--- src/rtl/emst_pkg.sv ---
package emst_pkg;

  localparam int MAX_POINTS_DEF = 1024;
  localparam int COORD_BITS_DEF = 16;
  localparam int FRAC_BITS_DEF  = 16;

  localparam int FIELD_W = 16;
  localparam int THR_W   = 17;
  localparam int GRP_W   = 11;
  localparam int LEN_W   = 27;

  typedef enum logic [2:0] {
    S_LOAD,
    S_START,
    S_ORIGIN,
    S_ORIGIN_WAIT,
    S_PASS,
    S_MARK,
    S_SQRT,
    S_FINISH
  } state_t;

endpackage

--- src/rtl/emst_sqrt.sv ---
module emst_sqrt #(
  parameter int IN_W      = 33,
  parameter int FRAC_BITS = emst_pkg::FRAC_BITS_DEF,
  parameter int ROOT_W    = (IN_W + 2 * FRAC_BITS + 1) / 2
) (
  input  logic              clk,
  input  logic              rst,
  input  logic              start,
  input  logic [IN_W-1:0]   radicand,
  output logic              done,
  output logic [ROOT_W-1:0] root
);

  localparam int RAD_W = 2 * ROOT_W;
  localparam int CNT_W = $clog2(ROOT_W + 1);

  logic [RAD_W-1:0]  rad;
  logic [ROOT_W+1:0] rem;
  logic [CNT_W-1:0]  cnt;
  logic              busy;
  logic [ROOT_W+1:0] rem_sh;
  logic [ROOT_W+1:0] trial;

  assign rem_sh = {rem[ROOT_W-1:0], rad[RAD_W-1 -: 2]};
  assign trial  = {root, 2'b01};

  always_ff @(posedge clk) begin
    if (rst) begin
      busy <= 1'b0;
      done <= 1'b0;
      cnt  <= '0;
    end else begin
      done <= 1'b0;
      if (start) begin
        busy <= 1'b1;
        cnt  <= '0;
        rad  <= RAD_W'({radicand, {(2 * FRAC_BITS){1'b0}}});
        rem  <= '0;
        root <= '0;
      end else if (busy) begin
        rad <= {rad[RAD_W-3:0], 2'b00};
        if (rem_sh >= trial) begin
          rem  <= rem_sh - trial;
          root <= {root[ROOT_W-2:0], 1'b1};
        end else begin
          rem  <= rem_sh;
          root <= {root[ROOT_W-2:0], 1'b0};
        end
        if (cnt == CNT_W'(ROOT_W - 1)) begin
          busy <= 1'b0;
          done <= 1'b1;
        end
        cnt <= cnt + 1'b1;
      end
    end
  end

endmodule

--- config.mk ---
export PLATFORM = sky130hd
export DESIGN_NAME = emst_sqrt
export DESIGN_NICKNAME = d
export VERILOG_FILES = /design/src/rtl/emst_pkg.sv /design/src/rtl/emst_sqrt.sv
export SDC_FILE = /design/constraint.sdc
export NUM_CORES = 1
export LEC_CHECK = 0
export ABC_AREA = 1
export BUFFER_PORTS_ARGS = -buffer_cell sky130_fd_sc_hd__buf_2
export CORE_MARGIN = 8
export CORE_UTILIZATION = 40
export CTS_CLUSTER_SIZE = 20
export DETAILED_ROUTE_END_ITERATION = 10
export GPL_TIMING_DRIVEN = 0
export PLACE_DENSITY_LB_ADDON = 0.08
export SYNTH_ARGS = -nofsm -noshare
export SYNTH_HDL_FRONTEND = slang
export SYNTH_SLANG_ARGS = --single-unit
--- constraint.sdc ---
create_clock -name clk -period 8.8 [get_ports clk]
set_input_delay 0.44 -clock clk [delete_from_list [all_inputs] [get_ports clk]]
set_output_delay 0.44 -clock clk [all_outputs]
set_load 0.05 [all_outputs]
==> impl_metrics.ini <==
[sta]
fmax_mhz = 407
min_period_over_period_pct = 27.9
maxSlewViolCount = 0
fin_skew_ps = 13.4
worst_slack_ps = 6340
tightest_slew_ps = 739
rsz0062_at_grt = no
relSlewSlack_pct = 50.6
setup-violations-final = 0
hold_violations = 0
layout_min_cycle_time_ps = 2460

[routing]
routed_wl_um = 19200
avgRoutedWirePerCell_um = 13.9
drt_first_pass_iters = 5
drc = 0
vias = 6397
routed_via_density = 4.64
ant_nets = 0
first_iter_violations = 363

[floorplanning]
core-area_um2 = 18600
initial_utilization_pct = 40.5
placementRows = 50
die_height_um = 153
die_area_um2 = 23500
io_pins = 70
fp.dieW_um = 153

[place]
numPortBuffers = 68
hpwl_um = 15400
dp_cells = 1362
placed_cell_area_um2 = 8270
place_ws_ps = 6200
gp_congestion = 0.929

[hold_path]
hold_path_class = in -> reg

[grt]
grtUsageTotal_pct = 17.0
grt_max_degree = 30
grt_pass1_vias = 6445
grt_pass1_wl_um = 31900
antenna_found_initial = 0
grt_overflow = 0

[critical_path]
setup.worst_path.start_class = flop
crit_start = rem[24]$_SDFFCE_PP0P_
critPathKind = reg -> reg
cp.arrival_ps = 2570
crit_end = rem[23]$_SDFFCE_PP0P_
worstPathRequired_ps = 8920
endpoint_kind = flop
worstReg2RegEnd = rem[23]$_SDFFCE_PP0P_
r2r_start = rem[24]$_SDFFCE_PP0P_
rrSetupSlack_ps = 6340
worstPathMaxFanout = 10
r2r_cells = 12

[synthesis]
yosys-top-cells-area = edfxtp_1 (40%), nand2_1 (21%), inv_1 (8.8%)
synth_top_area_share_pct = 39.9
syn_avg_cell_area_um2 = 7.12
synthDistinctLibCells = 35
synth-edff-count = 100
synth_largest_area_cell = edfxtp_1
yosysSeqAreaShare_pct = 42.0
syn_nets = 1129
ys_async_sr_fraction_pct = 0
syn_inst = 1056
synth.cell_area_um2 = 7520
ys.flop_type = edfxtp_1
synth-seq-cells = 108
ys_warn_count = 0

[pwr]
peakVddDrop_mv = 0.123
p_int_w = 0.000963
swShare_pct = 36.2
pwr-share-seq_pct = 41.3
leakage_nw = 4.50
pwr-share-clk_pct = 27.6
power_density_nw_per_um2 = 176
switchingPower_w = 0.000548
comb_power_share_pct = 31.1

[clocking]
cts_buffers = 9
cts.sinks = 108
cts_resized = 0
root_buffer = clkbuf_16
clock_path_buffers = 2
postCtsSetupBuffers = 0
cts_tree = done
htreeDepth = 3
clk_pin_slew_ps = 90
ctsHoldBuffers = 0
clk_latency_ps = 370

[cells_and_area]
num-fill-cells = 1964
multiInputGateArea_um2 = 3570
final_area_um2 = 8580
drive_gt1_share_pct = 12.2
syn_to_final_growth_pct = 14.0
register_area_um2 = 3160
layout.nets = 1212
antenna_cells = 0
instances_no_fill = 1378

[outcome]
outcome = finished, final reports clean

[run]
drv_cap = 0
-- logic make-up after synthesis --
family                     share of synthesized area (%)
AOI/OAI and AO/OA                                   2.21
xor gates and xnor gates                            1.63
adders and majority gates                           6.15
buffers and inverters                               10.7
DFF                                                 42.0
and+or+nand+nor                                     37.3
-- worst min-delay path by stage --
stage	from	end	slack [ps]	cells after the start
after CTS	radicand[1]	rad[33]$_SDFFCE_PN0P_	330	3
after global placement	cnt[0]$_SDFFE_PP0P_	cnt[0]$_SDFFE_PP0P_	490	2
final	radicand[1]	rad[33]$_SDFFCE_PN0P_	330	3
after detailed placement	cnt[0]$_SDFFE_PP0P_	cnt[0]$_SDFFE_PP0P_	490	2
after floorplan	cnt[0]$_SDFFE_PP0P_	cnt[0]$_SDFFE_PP0P_	460	2
after global routing	radicand[10]	rad[42]$_DFFE_PP_	340	3
-- cell type report --
class	count	share of cell area, %
multi-input combinational	741	41.6
sequential	108	36.9
inverter	185	8.12
timing repair buffer	72	5.16
tap	234	3.41
clock buffer	9	2.63
buffer	22	1.27
clock inverter	7	0.963
-- cells in the final DEF, fill, tap and decap left out, drive strengths merged --
| master | netlist | routed |
|---|---|---|
| a31oi | 1 | 1 |
| clkbuf | 7 | 16 |
| a21oi | 27 | 27 |
| nor2 | 148 | 148 |
| nor4 | 1 | 1 |
| and3 | 1 | 1 |
| and2 | 6 | 6 |
| nand3 | 36 | 36 |
| nand3b | 26 | 26 |
| o21ai | 2 | 2 |
| clkinv | 0 | 5 |
| nand4 | 7 | 7 |
| nand2 | 424 | 424 |
| a21o | 1 | 1 |
| o21a | 1 | 1 |
| or2 | 1 | 1 |
| xor2 | 14 | 14 |
| ha | 37 | 37 |
| dfxtp | 8 | 8 |
| clkinvlp | 0 | 1 |
| nor3b | 1 | 1 |
| inv | 185 | 186 |
| buf | 15 | 87 |
| edfxtp | 100 | 100 |
| nor3 | 7 | 7 |
-- cell usage after synthesis, types with 7 or more instances --
master	n
nand3_1	34
ha_1	37
nor2_2	16
a21oi_1	27
nor3_1	7
xor2_1	14
nor2_1	130
nand4_1	7
clkbuf_1	7
nand3b_1	26
dfxtp_1	8
nand2_2	7
nand2_1	414
inv_1	176
inv_2	8
edfxtp_1	100
-- state kept, by name (all words and copies together), names as in the netlist --
| register | count |
|---|---|
| cnt | 6 |
| busy | 1 |
| rad | 34 |
| rem | 33 |
| root | 33 |
| done | 1 |
-- layer usage --
metal | track usage, % | vias up | share of wire [%] | routed length [um]
li1 | - | 3411 | - | -
met1 | 22.0 | 2867 | 49 | 9450
met2 | 28.4 | 97 | 46 | 8730
met3 | 2.26 | 22 | 3.0 | 580
met4 | 6.03 | 0 | 2.2 | 419
met5 | 0 | - | 0 | 0
-- power groups by stage --
stage	sequential, W	combinational (W)	clock, W
after floorplan	0.000669	0.000316	0
after global placement	0.000644	0.000462	0
after detailed placement	0.000637	0.000472	0
after CTS	0.000625	0.000474	0.000428
after global routing	0.000629	0.000534	0.000445
final	0.000625	0.000470	0.000416
-- through the flow --
stage | total power, W | util (%) | hold slack [ps] | TNS, ps
3_5_place_dp | 0.00111 | 44.5 | 491 | 0
2_1_floorplan | 0.000985 | - | 464 | 0
6_report | 0.00151 | 46.2 | 334 | 0
5_1_grt | 0.00161 | 46.2 | 338 | 0
4_1_cts | 0.00153 | 46.2 | 328 | 0
3_3_place_gp | 0.00111 | 43.9 | 490 | -29030
-- critical path, cell delays in order (launching register included) --
cell      delay [ps]
edfxtp_1         440
ha_1             370
a21oi_1          220
nand2_1          120
inv_1             70
nand2_1           60
nand2_1           70
nand2_2           80
nor2_8           200
buf_2            340
nand3b_1         110
nand2_1           70
nor2_1            60
Power figures use the tool's default switching activity.
