`src/rtl/emst_ram.sv`:
```
module emst_ram #(
  parameter int WIDTH = 8,
  parameter int DEPTH = 16
) (
  input  logic                     clk,
  input  logic                     we,
  input  logic [$clog2(DEPTH)-1:0] waddr,
  input  logic [WIDTH-1:0]         wdata,
  input  logic [$clog2(DEPTH)-1:0] raddr,
  output logic [WIDTH-1:0]         rdata
);

  logic [WIDTH-1:0] mem [DEPTH];

  always_ff @(posedge clk) begin
    if (we) begin
      mem[waddr] <= wdata;
    end
    rdata <= mem[raddr];
  end

endmodule

```
`config.mk`:
```
export PLATFORM = sky130hd
export DESIGN_NAME = emst_ram
export DESIGN_NICKNAME = d
export VERILOG_FILES = /design/src/rtl/emst_ram.sv
export SDC_FILE = /design/constraint.sdc
export NUM_CORES = 1
export LEC_CHECK = 0
export BUFFER_PORTS_ARGS = -buffer_cell sky130_fd_sc_hd__buf_2
export CAP_MARGIN = 20
export CORE_MARGIN = 5
export CORE_UTILIZATION = 30
export CTS_CLUSTER_DIAMETER = 50
export DETAILED_ROUTE_END_ITERATION = 8
export MAX_ROUTING_LAYER = met4
export SLEW_MARGIN = 40
export SYNTH_ARGS = -nofsm -noshare
export SYNTH_HDL_FRONTEND = slang
export SYNTH_SLANG_ARGS = --single-unit
```
`constraint.sdc`:
```
create_clock -name clk -period 2.9 [get_ports clk]
set_input_delay 0.725 -clock clk [delete_from_list [all_inputs] [get_ports clk]]
set_output_delay 0.725 -clock clk [all_outputs]
set_load 0.05 [all_outputs]
```
==> impl_metrics.py, run 1 <==
metrics = {
    "routing": {
        "vias": 2446,
        "vias_per_cell": 4.722,
        "drt-total-wl_mm": 10.74,
        "ant_nets": 0,
        "drc_errors": 0,
        "drt_pass1_iterations": 5,
        "wl_per_cell_um": 20.73,
        "drt_iter0_markers": 227,
    },
    "finish": {
        "post-route-util_pct": 37.42,
        "diodes": 0,
        "finish.instance_area_um2": 6250,
        "area_delta_synth_final_pct": 21.41,
        "drive_above_1_share_pct": 31.21,
        "fin_nets": 303,
        "stdcell_count": 518,
        "n_fill_cell": 1517,
    },
    "worst_setup_path": {
        "cp_data_arrival_time_ps": 1070,
        "path_class": "register to primary output",
        "cp_top_family": "flip-flops",
        "path_buf_inv": 1,
        "slowest_delay_ps": 370,
        "end_kind": "primary output",
        "cp.required_ps": 2170,
        "worstPathCellList": "buf_2",
        "worstPathMaxFanout": 1,
        "reg2reg_to": "rdata[5]$_DFF_P_",
        "r2r_start": "mem[0][5]$_DFFE_PP_",
        "r2r_setup_slack_ps": 1600,
        "ff2ff_path_depth": 3,
        "startpoint_type": "register",
        "crit_slowest_cell": "dfxtp_1",
    },
    "clocking": {
        "htreeDepth": 4,
        "worstSkewPairLatency_ps": 410,
        "clk_path_buf_depth": 2,
        "cts_setup_buffers": 0,
        "cts-hold-fix-buffers": 0,
        "cts_sinks": 136,
        "cts_tree": "done",
        "numCtsBuffers": 17,
        "cts_resized": 0,
        "clkSlewWorstSetupHoldPaths_ps": 60,
        "clock-root-buffer": "clkbuf_16",
    },
    "timing": {
        "hold_viol": 0,
        "worst_pin_slew_ps": 520.0,
        "relSlewSlack_pct": 65.34,
        "max_freq_mhz": 556.9,
        "rsz0062_at_grt": "no",
        "period_minus_slack_ps": 1796,
        "setup_viol": 0,
        "drv_slew": 0,
        "skew_ps": 5.184,
        "timing.final.crit_share_pct": 61.92,
        "fin_tns_setup_ps": 0,
    },
    "grt": {
        "track_usage_pct": 11.78,
        "grt_max_degree": 33,
        "grt.overflow.total": 0,
        "grt_pass1_vias": 2534,
        "grt_pass1_wl_mm": 16.14,
        "antenna_found_initial": 0,
    },
    "min_path": {
        "hold_start": "mem[15][7]$_DFFE_PP_",
        "hold_depth": 3,
        "hp-class": "register to register",
        "min_to": "rdata[7]$_DFF_P_",
    },
    "yosys": {
        "synth_edf_count": 128,
        "postSynthCellCount": 229,
        "syn_nets": 247,
        "synth_commonest_cells": "edfxtp_1, mux4_2, a22oi_1",
        "ys_ff_latch": 136,
        "synth_top_cell_area_share_pct": 74.67,
        "synth.most_common_cell": "edfxtp_1",
        "synth_top_area_cell": "edfxtp_1",
        "yosys_warnings": 0,
        "synthArstFlopShare_pct": 0,
        "synth_top_cells_by_area": "edfxtp_1, mux4_2, mux4_1",
        "syn_avg_cell_area_um2": 22.48,
        "synth_area_um2": 5147,
        "ys.flop_type": "edfxtp_1",
        "ys_types": 19,
        "ys_seq_area_share_pct": 77.78,
    },
    "floorplan": {
        "io_pins": 26,
        "die-area_um2": 19880,
        "die_h_um": 141.0,
        "start_util_pct": 30.82,
        "core_area_um2": 16700,
        "rows": 47,
        "die_w_um": 141.0,
    },
    "placed_design": {
        "dp_cells": 486,
        "gp_congestion": 0.6841,
        "place_area_um2": 5639,
        "port_buffers": 25,
    },
    "power_and_ir_drop": {
        "power_leakage_uw": 0.002093,
        "powerDensity_nw_per_um2": 744.7,
        "vdd_drop_max_mv": 0.4489,
        "design_power_total_uw": 4654,
    },
    "run_status": {
        "outcome": "finished, final reports clean",
    },
    "job": {
        "timing.max_cap.violations": 0,
    },
}
[worst max path at each step]
stage	endpoint	slack (ps)	startpoint	cells past startpoint
CTS	rdata[4]	1080	rdata[4]$_DFF_P_	1
detailed placement	rdata[5]$_DFF_P_	720	raddr[0]	5
global route	rdata[4]	1060	rdata[4]$_DFF_P_	1
finish	rdata[4]	1100	rdata[4]$_DFF_P_	1
floorplan	mem[0][0]$_DFFE_PP_	680	waddr[2]	2
global placement	rdata[5]$_DFF_P_	730	raddr[0]	5
[power by group]
| part | total [µW] | internal (µW) | switching (µW) |
|---|---|---|---|
| sequential | 2210 | 2200 | 13.2 |
| clock | 2200 | 1430 | 772 |
| combinational | 246 | 88.7 | 157 |
| total | 4650 | 3710 | 942 |
[metal layers]
metal | wire length (µm) | GRT usage [%]
met1 | 4712 | 15.74
met2 | 5142 | 17.34
met3 | 853 | 3.691
met4 | 31 | 3.672
met5 | 0 | -
[per-stage QoR]
| step | setup WS, ps | hold WS [ps] |
|---|---|---|
| final | 1104 | 680.8 |
| after global routing | 1057 | 695.8 |
| after CTS | 1077 | 682.8 |
| after detailed placement | 716.3 | 669.9 |
| after global placement | 732.6 | 660.2 |
| after floorplan | 682.1 | 629.3 |
[state kept, by name (all words and copies together) (netlist names)]
signal and cells:
mem 128, rdata 8
[placed cells by master, fill, tap and decap left out, drive strengths merged]
master / netlist / routed
and2: 1 / 1
dfxtp: 8 / 8
nand3b: 2 / 2
buf: 7 / 47
clkbuf: 0 / 18
clkinvlp: 0 / 5
a22oi: 16 / 16
mux4: 32 / 32
nor2: 13 / 13
nor2b: 1 / 1
and2b: 1 / 1
nand2: 9 / 9
or3b: 1 / 1
nand3: 1 / 1
clkinv: 0 / 5
nand2b: 2 / 2
bufinv: 0 / 4
nor3: 4 / 4
edfxtp: 128 / 128
[worst register-to-register path, delay by kind of cell, from the launching register on]
kind            cells  cell delay (ps)
mux                 1              490
flops               1              360
compound gates      1              220
simple gates        1              100
[cell type report]
cell class,instances,area [µm²],share of cell area [%]
clock buffers,18,429.2,6.867
multi-input cells,83,1057,16.92
clock inverters,14,181.4,2.903
repair buffers,47,302.8,4.845
flip-flops and latches,136,4004,64.06
well taps,220,275.3,4.404
[cells by family (layout without fill, tap and decap cells)]
logic type / after synthesis / after routing / synth area share (%)
AOI/OAI and AO/OA: 16 / 16 / 2.334
buffers and inverters: 10 / 79 / 1.677
DFF: 136 / 136 / 77.78
muxes: 32 / 32 / 15.02
and+or+nand+nor: 35 / 35 / 3.184
No activity file was read; power rests on OpenSTA's default activity.
==> run 2: changes to the inputs <==
--- a/config.mk
+++ b/config.mk
@@ -5,6 +5,7 @@
 export SDC_FILE = /design/constraint.sdc
 export NUM_CORES = 1
 export LEC_CHECK = 0
+export ABC_AREA = 1
 export BUFFER_PORTS_ARGS = -buffer_cell sky130_fd_sc_hd__buf_2
 export CAP_MARGIN = 20
 export CORE_MARGIN = 5
==> constraint.sdc (replaced) <==
create_clock -name clk -period 1.65 [get_ports clk]
set_input_delay 0.4125 -clock clk [delete_from_list [all_inputs] [get_ports clk]]
set_output_delay 0.4125 -clock clk [all_outputs]
set_load 0.05 [all_outputs]
==> run 2 against run 1 <==
  * Via count is 54% higher
  * Global-route usage is 1.6 points higher
  * Die area is 11% higher
  * Sequential cell count stayed put
  * Clock power is 67% higher
  * Synthesized cell count is 140% higher
  * Sequential share of layout area is 5.9 points lower
  * Core utilization is 0.86 points lower
  * Critical path depth stayed put
  * Largest cell class unchanged
  * Highest routed layer unchanged
==> impl_metrics.py, run 2 <==
metrics = {
    "finish": {
        "final_cell_mix": "nand2_1, edfxtp_1, inv_1",
        "stdcell_count": 873,
        "fin_nets": 618,
        "regMostFlops": "mem",
        "reg.largest.list": "mem x128, rdata x8",
        "post-route-util_pct": 36.56,
        "finish.instance_area_um2": 6884,
        "drive_above_1_share_pct": 14.03,
        "final_common_cell": "nand2_1",
        "diodes": 0,
        "area_delta_synth_final_pct": 19.38,
        "largest_reg_flops": 128,
    },
    "timing": {
        "max_freq_mhz": 667.1,
        "hold_slack_ps": 365.3,
        "relSlewSlack_pct": 72.11,
        "rsz0062_at_grt": "no",
        "setup_viol": 0,
        "timing.final.crit_share_pct": 90.85,
        "fin_tns_setup_ps": 0,
        "drv_slew": 0,
        "period_minus_slack_ps": 1499,
        "worst_pin_slew_ps": 418.3,
        "skew_ps": 10.69,
        "hold_viol": 0,
    },
    "grt": {
        "track_usage_pct": 13.36,
        "grt_max_degree": 33,
        "grt_pass1_wl_mm": 21.04,
        "grt_pass1_vias": 3644,
        "grt.overflow.total": 0,
        "antenna_found_initial": 0,
    },
    "yosys": {
        "ys_ff_latch": 136,
        "synth_edf_count": 128,
        "synth_area_um2": 5767,
        "ys.flop_type": "edfxtp_1",
        "synth_compound_area_share_pct": 0,
        "yosys_warnings": 0,
        "synthArstFlopShare_pct": 0,
        "synth_top_area_cell": "edfxtp_1",
        "synth_top_family_by_area": "simple AND/OR/NAND/NOR gates",
        "synth_top_cell_area_share_pct": 66.65,
        "synthMuxAreaShare_pct": 0,
        "synth_top_cells_by_area": "edfxtp_1, nand2_1, nand3_1",
        "ys_seq_area_share_pct": 69.43,
        "ys_types": 12,
        "synth.most_common_cell": "nand2_1",
        "synthXorXnorAreaFrac_pct": 0,
        "syn_avg_cell_area_um2": 10.47,
        "synth_fa_ha_area_share_pct": 0,
        "synth_commonest_cells": "nand2_1, edfxtp_1, inv_1",
        "syn_nets": 569,
        "postSynthCellCount": 551,
        "synth_simple_gate_area_share_pct": 21.05,
    },
    "floorplan": {
        "core_area_um2": 18830,
        "die-area_um2": 22100,
        "io_pins": 26,
        "rows": 50,
        "start_util_pct": 30.62,
        "die_h_um": 148.6,
        "die_w_um": 148.6,
    },
    "worst_setup_path": {
        "path_buf_inv": 1,
        "cp_top_family": "flip-flops",
        "cp_data_arrival_time_ps": 1090,
        "slowest_delay_ps": 380,
        "r2r_setup_slack_ps": 600,
        "end_kind": "primary output",
        "crit_slowest_cell": "dfxtp_1",
        "reg2reg_to": "rdata[3]$_DFF_P_",
        "worstPathMaxFanout": 1,
        "r2r_start": "mem[13][3]$_DFFE_PP_",
        "startpoint_type": "register",
        "cp.required_ps": 1240,
        "path_class": "register to primary output",
        "worstPathCellList": "buf_2",
        "ff2ff_path_depth": 6,
    },
    "placed_design": {
        "port_buffers": 25,
        "gp_congestion": 0.8095,
        "dp_cells": 841,
        "dp_hpwl_mm": 8.498,
        "place_area_um2": 6306,
    },
    "clocking": {
        "clkSlewWorstSetupHoldPaths_ps": 60,
        "cts-hold-fix-buffers": 0,
        "cts_resized": 0,
        "cts_setup_buffers": 0,
        "cts_tree": "done",
        "numCtsBuffers": 17,
        "cts_sinks": 136,
        "worstSkewPairLatency_ps": 420,
        "clk_path_buf_depth": 2,
        "clock-root-buffer": "clkbuf_16",
        "htreeDepth": 4,
    },
    "routing": {
        "vias_per_cell": 4.328,
        "vias": 3778,
        "drt_pass1_iterations": 5,
        "drt-total-wl_mm": 13.58,
        "wl_per_cell_um": 15.55,
        "drt_iter0_markers": 435,
        "ant_nets": 0,
        "drc_errors": 0,
    },
    "power_and_ir_drop": {
        "power_leakage_uw": 0.002952,
        "powerDensity_nw_per_um2": 1182,
        "vdd_drop_max_mv": 0.7304,
    },
    "min_path": {
        "min_to": "rdata[2]$_DFF_P_",
        "hold_depth": 3,
        "hp-class": "primary input to register",
        "hold_start": "raddr[3]",
    },
    "run_status": {
        "outcome": "finished, final reports clean",
    },
    "job": {
        "timing.max_cap.violations": 0,
    },
}
run 2: cell types whose count changed after synthesis, moves of 3 or more:
| cell | before | now |
|---|---|---|
| buf_2 | 3 | 13 |
| nor2_1 | 13 | 17 |
| nor3_1 | 4 | 0 |
| buf_6 | 3 | 6 |
| nand2_1 | 9 | 173 |
| clkdlybuf4s25_2 | 3 | 0 |
| buf_4 | 1 | 4 |
| inv_1 | 0 | 100 |
| nand3_1 | 1 | 97 |
| a22oi_1 | 16 | 0 |
| mux4_1 | 14 | 0 |
| mux4_2 | 18 | 0 |
run 2: stage by stage:
| stage | setup slack [ps] | power, µW |
|---|---|---|
| floorplan | 286.7 | 4304 |
| global placement | 151.5 | 4534 |
| detailed placement | 138.1 | 4540 |
| CTS | 135.9 | 8213 |
| global route | 104.6 | 8444 |
| finish | 151.0 | 8134 |
run 2: cells by family after synthesis:
group	after synthesis
AND/OR/NAND/NOR	289
buffers and inverters	126
flip-flops	136
run 2: area by class of cell:
class	count	area, µm²
fill	1842	11950
sequential	136	4004
multi-input combinational	289	1214
clock buffer	18	429.2
inverter	102	382.9
timing repair buffer	54	380.4
tap	260	325.3
clock inverter	14	148.9
run 2: worst max path at each step:
| stage | from | end | slack [ps] | cells after the start |
|---|---|---|---|---|
| floorplan | waddr[2] | mem[10][0]$_DFFE_PP_ | 290 | 2 |
| global placement | raddr[0] | rdata[3]$_DFF_P_ | 150 | 8 |
| detailed placement | raddr[0] | rdata[4]$_DFF_P_ | 140 | 8 |
| CTS | rdata[2]$_DFF_P_ | rdata[2] | 140 | 1 |
| global route | rdata[5]$_DFF_P_ | rdata[5] | 100 | 1 |
| finish | rdata[5]$_DFF_P_ | rdata[5] | 150 | 1 |
run 2: worst register-to-register path, stage by stage (launching register included):
cell and delay [ps]:
edfxtp_1 350, inv_1 60, nand2_1 40, nand3_1 120, nand3_1 140, nand3_1 170
nand2_1 60
run 2: where the power goes:
group | leakage [µW] | switching, µW | internal [µW]
clock | 0.000274 | 1450 | 2230
combinational | 0.00145 | 417 | 157
sequential | 0.00122 | 25.2 | 3860
total | 0.00295 | 1890 | 6250
run 2: metal layers:
metal | up-vias | track usage (%) | part of all wire (%)
met5 | - | - | 0
met4 | 0 | 5.681 | 2.0
met3 | 18 | 3.443 | 5.8
met2 | 84 | 19.82 | 46
met1 | 1801 | 17.41 | 46
li1 | 1875 | - | -
==> run 3: changes to the inputs <==
--- a/config.mk
+++ b/config.mk
@@ -8,11 +8,15 @@
 export ABC_AREA = 1
 export BUFFER_PORTS_ARGS = -buffer_cell sky130_fd_sc_hd__buf_2
 export CAP_MARGIN = 20
+export CELL_PAD_IN_SITES_DETAIL_PLACEMENT = 2
+export CELL_PAD_IN_SITES_GLOBAL_PLACEMENT = 2
 export CORE_MARGIN = 5
 export CORE_UTILIZATION = 30
 export CTS_CLUSTER_DIAMETER = 50
 export DETAILED_ROUTE_END_ITERATION = 8
+export GPL_ROUTABILITY_DRIVEN = 1
 export MAX_ROUTING_LAYER = met4
+export PLACE_DENSITY_LB_ADDON = 0.1
 export SLEW_MARGIN = 40
 export SYNTH_ARGS = -nofsm -noshare
 export SYNTH_HDL_FRONTEND = slang
==> run 3 against run 2 <==
  * First-iteration DRC count down 33%
  * Final area increased by 1.1%
  * Fmax fell by 3.3%
  * Count of clock-buffer cells in the layout fell by 1
  * Cell count grew 1.1%
  * Combinational power rose by 6.8%
  * Register-to-register slack is essentially flat
==> impl_metrics.py, run 3 (synthesis gave the netlist of run 2 again) <==
metrics = {
    "run_status": {
        "outcome": "finished, final reports clean",
    },
    "worst_setup_path": {
        "worstPathMaxFanout": 1,
        "slowest_delay_ps": 410,
        "worstPathCellList": "buf_2",
        "cp.required_ps": 1240,
        "end_kind": "primary output",
        "ff2ff_path_depth": 6,
        "cp_data_arrival_time_ps": 1140,
        "startpoint_type": "register",
        "path_class": "register to primary output",
        "cp_top_family": "flip-flops",
        "reg2reg_to": "rdata[3]$_DFF_P_",
        "path_buf_inv": 1,
        "r2r_start": "mem[4][3]$_DFFE_PP_",
        "r2r_setup_slack_ps": 610,
        "crit_slowest_cell": "dfxtp_1",
    },
    "grt": {
        "grt.overflow.total": 0,
        "met1_usage_pct": 21.73,
        "grt_pass1_wl_mm": 26.75,
        "track_usage_pct": 17.02,
        "grt_use_met3_pct": 3.870,
        "grt_max_degree": 40,
        "busiest_layer": "met2",
        "grtUsageMet2_pct": 27.35,
        "antenna_found_initial": 0,
        "grt_pass1_vias": 4519,
    },
    "timing": {
        "rsz0062_at_grt": "no",
        "fin_tns_setup_ps": 0,
        "hold_viol": 0,
        "timing.final.crit_share_pct": 93.91,
        "setup_viol": 0,
        "relSlewSlack_pct": 71.52,
        "max_freq_mhz": 645.3,
        "worst_pin_slew_ps": 427.2,
        "skew_ps": 8.915,
        "drv_slew": 0,
        "period_minus_slack_ps": 1550,
    },
    "placed_design": {
        "port_buffers": 25,
        "dp_cells": 851,
        "gp_congestion": 0.7639,
        "dp_hpwl_mm": 11.21,
    },
    "routing": {
        "ant_nets": 0,
        "vias": 4045,
        "vias_per_cell": 4.581,
        "wl_per_cell_um": 19.25,
        "drt-total-wl_mm": 17.00,
        "drt_pass1_iterations": 4,
        "drt_iter0_markers": 291,
        "drc_errors": 0,
    },
    "finish": {
        "regMostFlops": "mem",
        "drive_above_1_share_pct": 15.73,
        "final_common_cell": "nand2_1",
        "largest_reg_flops": 128,
        "diodes": 0,
        "n_fill_cell": 2030,
        "final_cell_mix": "nand2_1, edfxtp_1, inv_1",
        "fin_nets": 628,
        "stdcell_count": 883,
        "reg.largest.list": "mem x128, rdata x8",
        "area_delta_synth_final_pct": 20.72,
    },
    "power_and_ir_drop": {
        "powerDensity_nw_per_um2": 1162,
        "power_leakage_uw": 0.002996,
        "vdd_drop_max_mv": 0.7257,
    },
    "floorplan": {
        "io_pins": 26,
        "core_area_um2": 18830,
        "die_w_um": 148.6,
        "start_util_pct": 30.62,
        "die-area_um2": 22100,
        "die_h_um": 148.6,
        "rows": 50,
    },
    "clocking": {
        "htreeDepth": 4,
        "cts_resized": 0,
        "clk_path_buf_depth": 2,
        "clkSlewWorstSetupHoldPaths_ps": 60,
        "worstSkewPairLatency_ps": 430,
        "cts-hold-fix-buffers": 0,
        "cts_sinks": 136,
        "clock-root-buffer": "clkbuf_16",
        "cts_tree": "done",
        "cts_setup_buffers": 0,
        "numCtsBuffers": 17,
    },
    "job": {
        "timing.max_cap.violations": 0,
    },
    "min_path": {
        "min_to": "mem[15][4]$_DFFE_PP_",
        "hold_depth": 1,
        "hold_start": "wdata[4]",
        "hp-class": "primary input to register",
    },
}
[run 3: cell types whose count changed in the layout (fill, tap and decap cells not counted), sizes merged]
cell and delta:
buf +10, inv -1, clkbuf -1, clkinvlp +3
bufinv -1
[run 3: final cells by class]
class	count	area, µm²	share of cell area (%)
multi-input combinational	289	1214	17.43
inverter	102	382.9	5.500
clock buffer	17	425.4	6.111
clock inverter	15	130.1	1.869
timing repair buffer	64	480.5	6.902
sequential	136	4004	57.51
tap	260	325.3	4.673
[run 3: worst max-delay path by stage]
stage / from / end / slack (ps) / depth (start not counted)
2_1_floorplan: waddr[2] / mem[10][0]$_DFFE_PP_ / 290 / 2
3_3_place_gp: raddr[0] / rdata[1]$_DFF_P_ / 120 / 8
3_5_place_dp: waddr[2] / mem[9][5]$_DFFE_PP_ / 90 / 4
4_1_cts: rdata[3]$_DFF_P_ / rdata[3] / 60 / 1
5_1_grt: rdata[3]$_DFF_P_ / rdata[3] / 60 / 1
6_report: rdata[3]$_DFF_P_ / rdata[3] / 100 / 1
[run 3: layer usage]
metal / wire (µm) / up-vias
li1: - / 1892
met1: 7916 / 2093
met2: 8419 / 44
met3: 393 / 16
met4: 267 / 0
met5: 0 / -
[run 3: through the flow]
step	util (%)	setup WS [ps]	power (µW)	hold slack (ps)	cell area, µm²
2_1_floorplan	-	286.7	4304	511.4	5767
3_3_place_gp	34.02	124.6	4579	660.1	6406
3_5_place_dp	34.02	89.84	4591	668.7	6406
4_1_cts	36.97	58.94	8240	417.0	6962
5_1_grt	36.97	59.52	8443	421.4	6962
6_report	36.97	100.4	8093	432.1	6962
[run 3: power by group]
part           total, µW  internal (µW)  switching, µW
clock               3590           2060           1530
combinational        613            172            442
sequential          3890           3860           25.7
total               8090           6100           1990
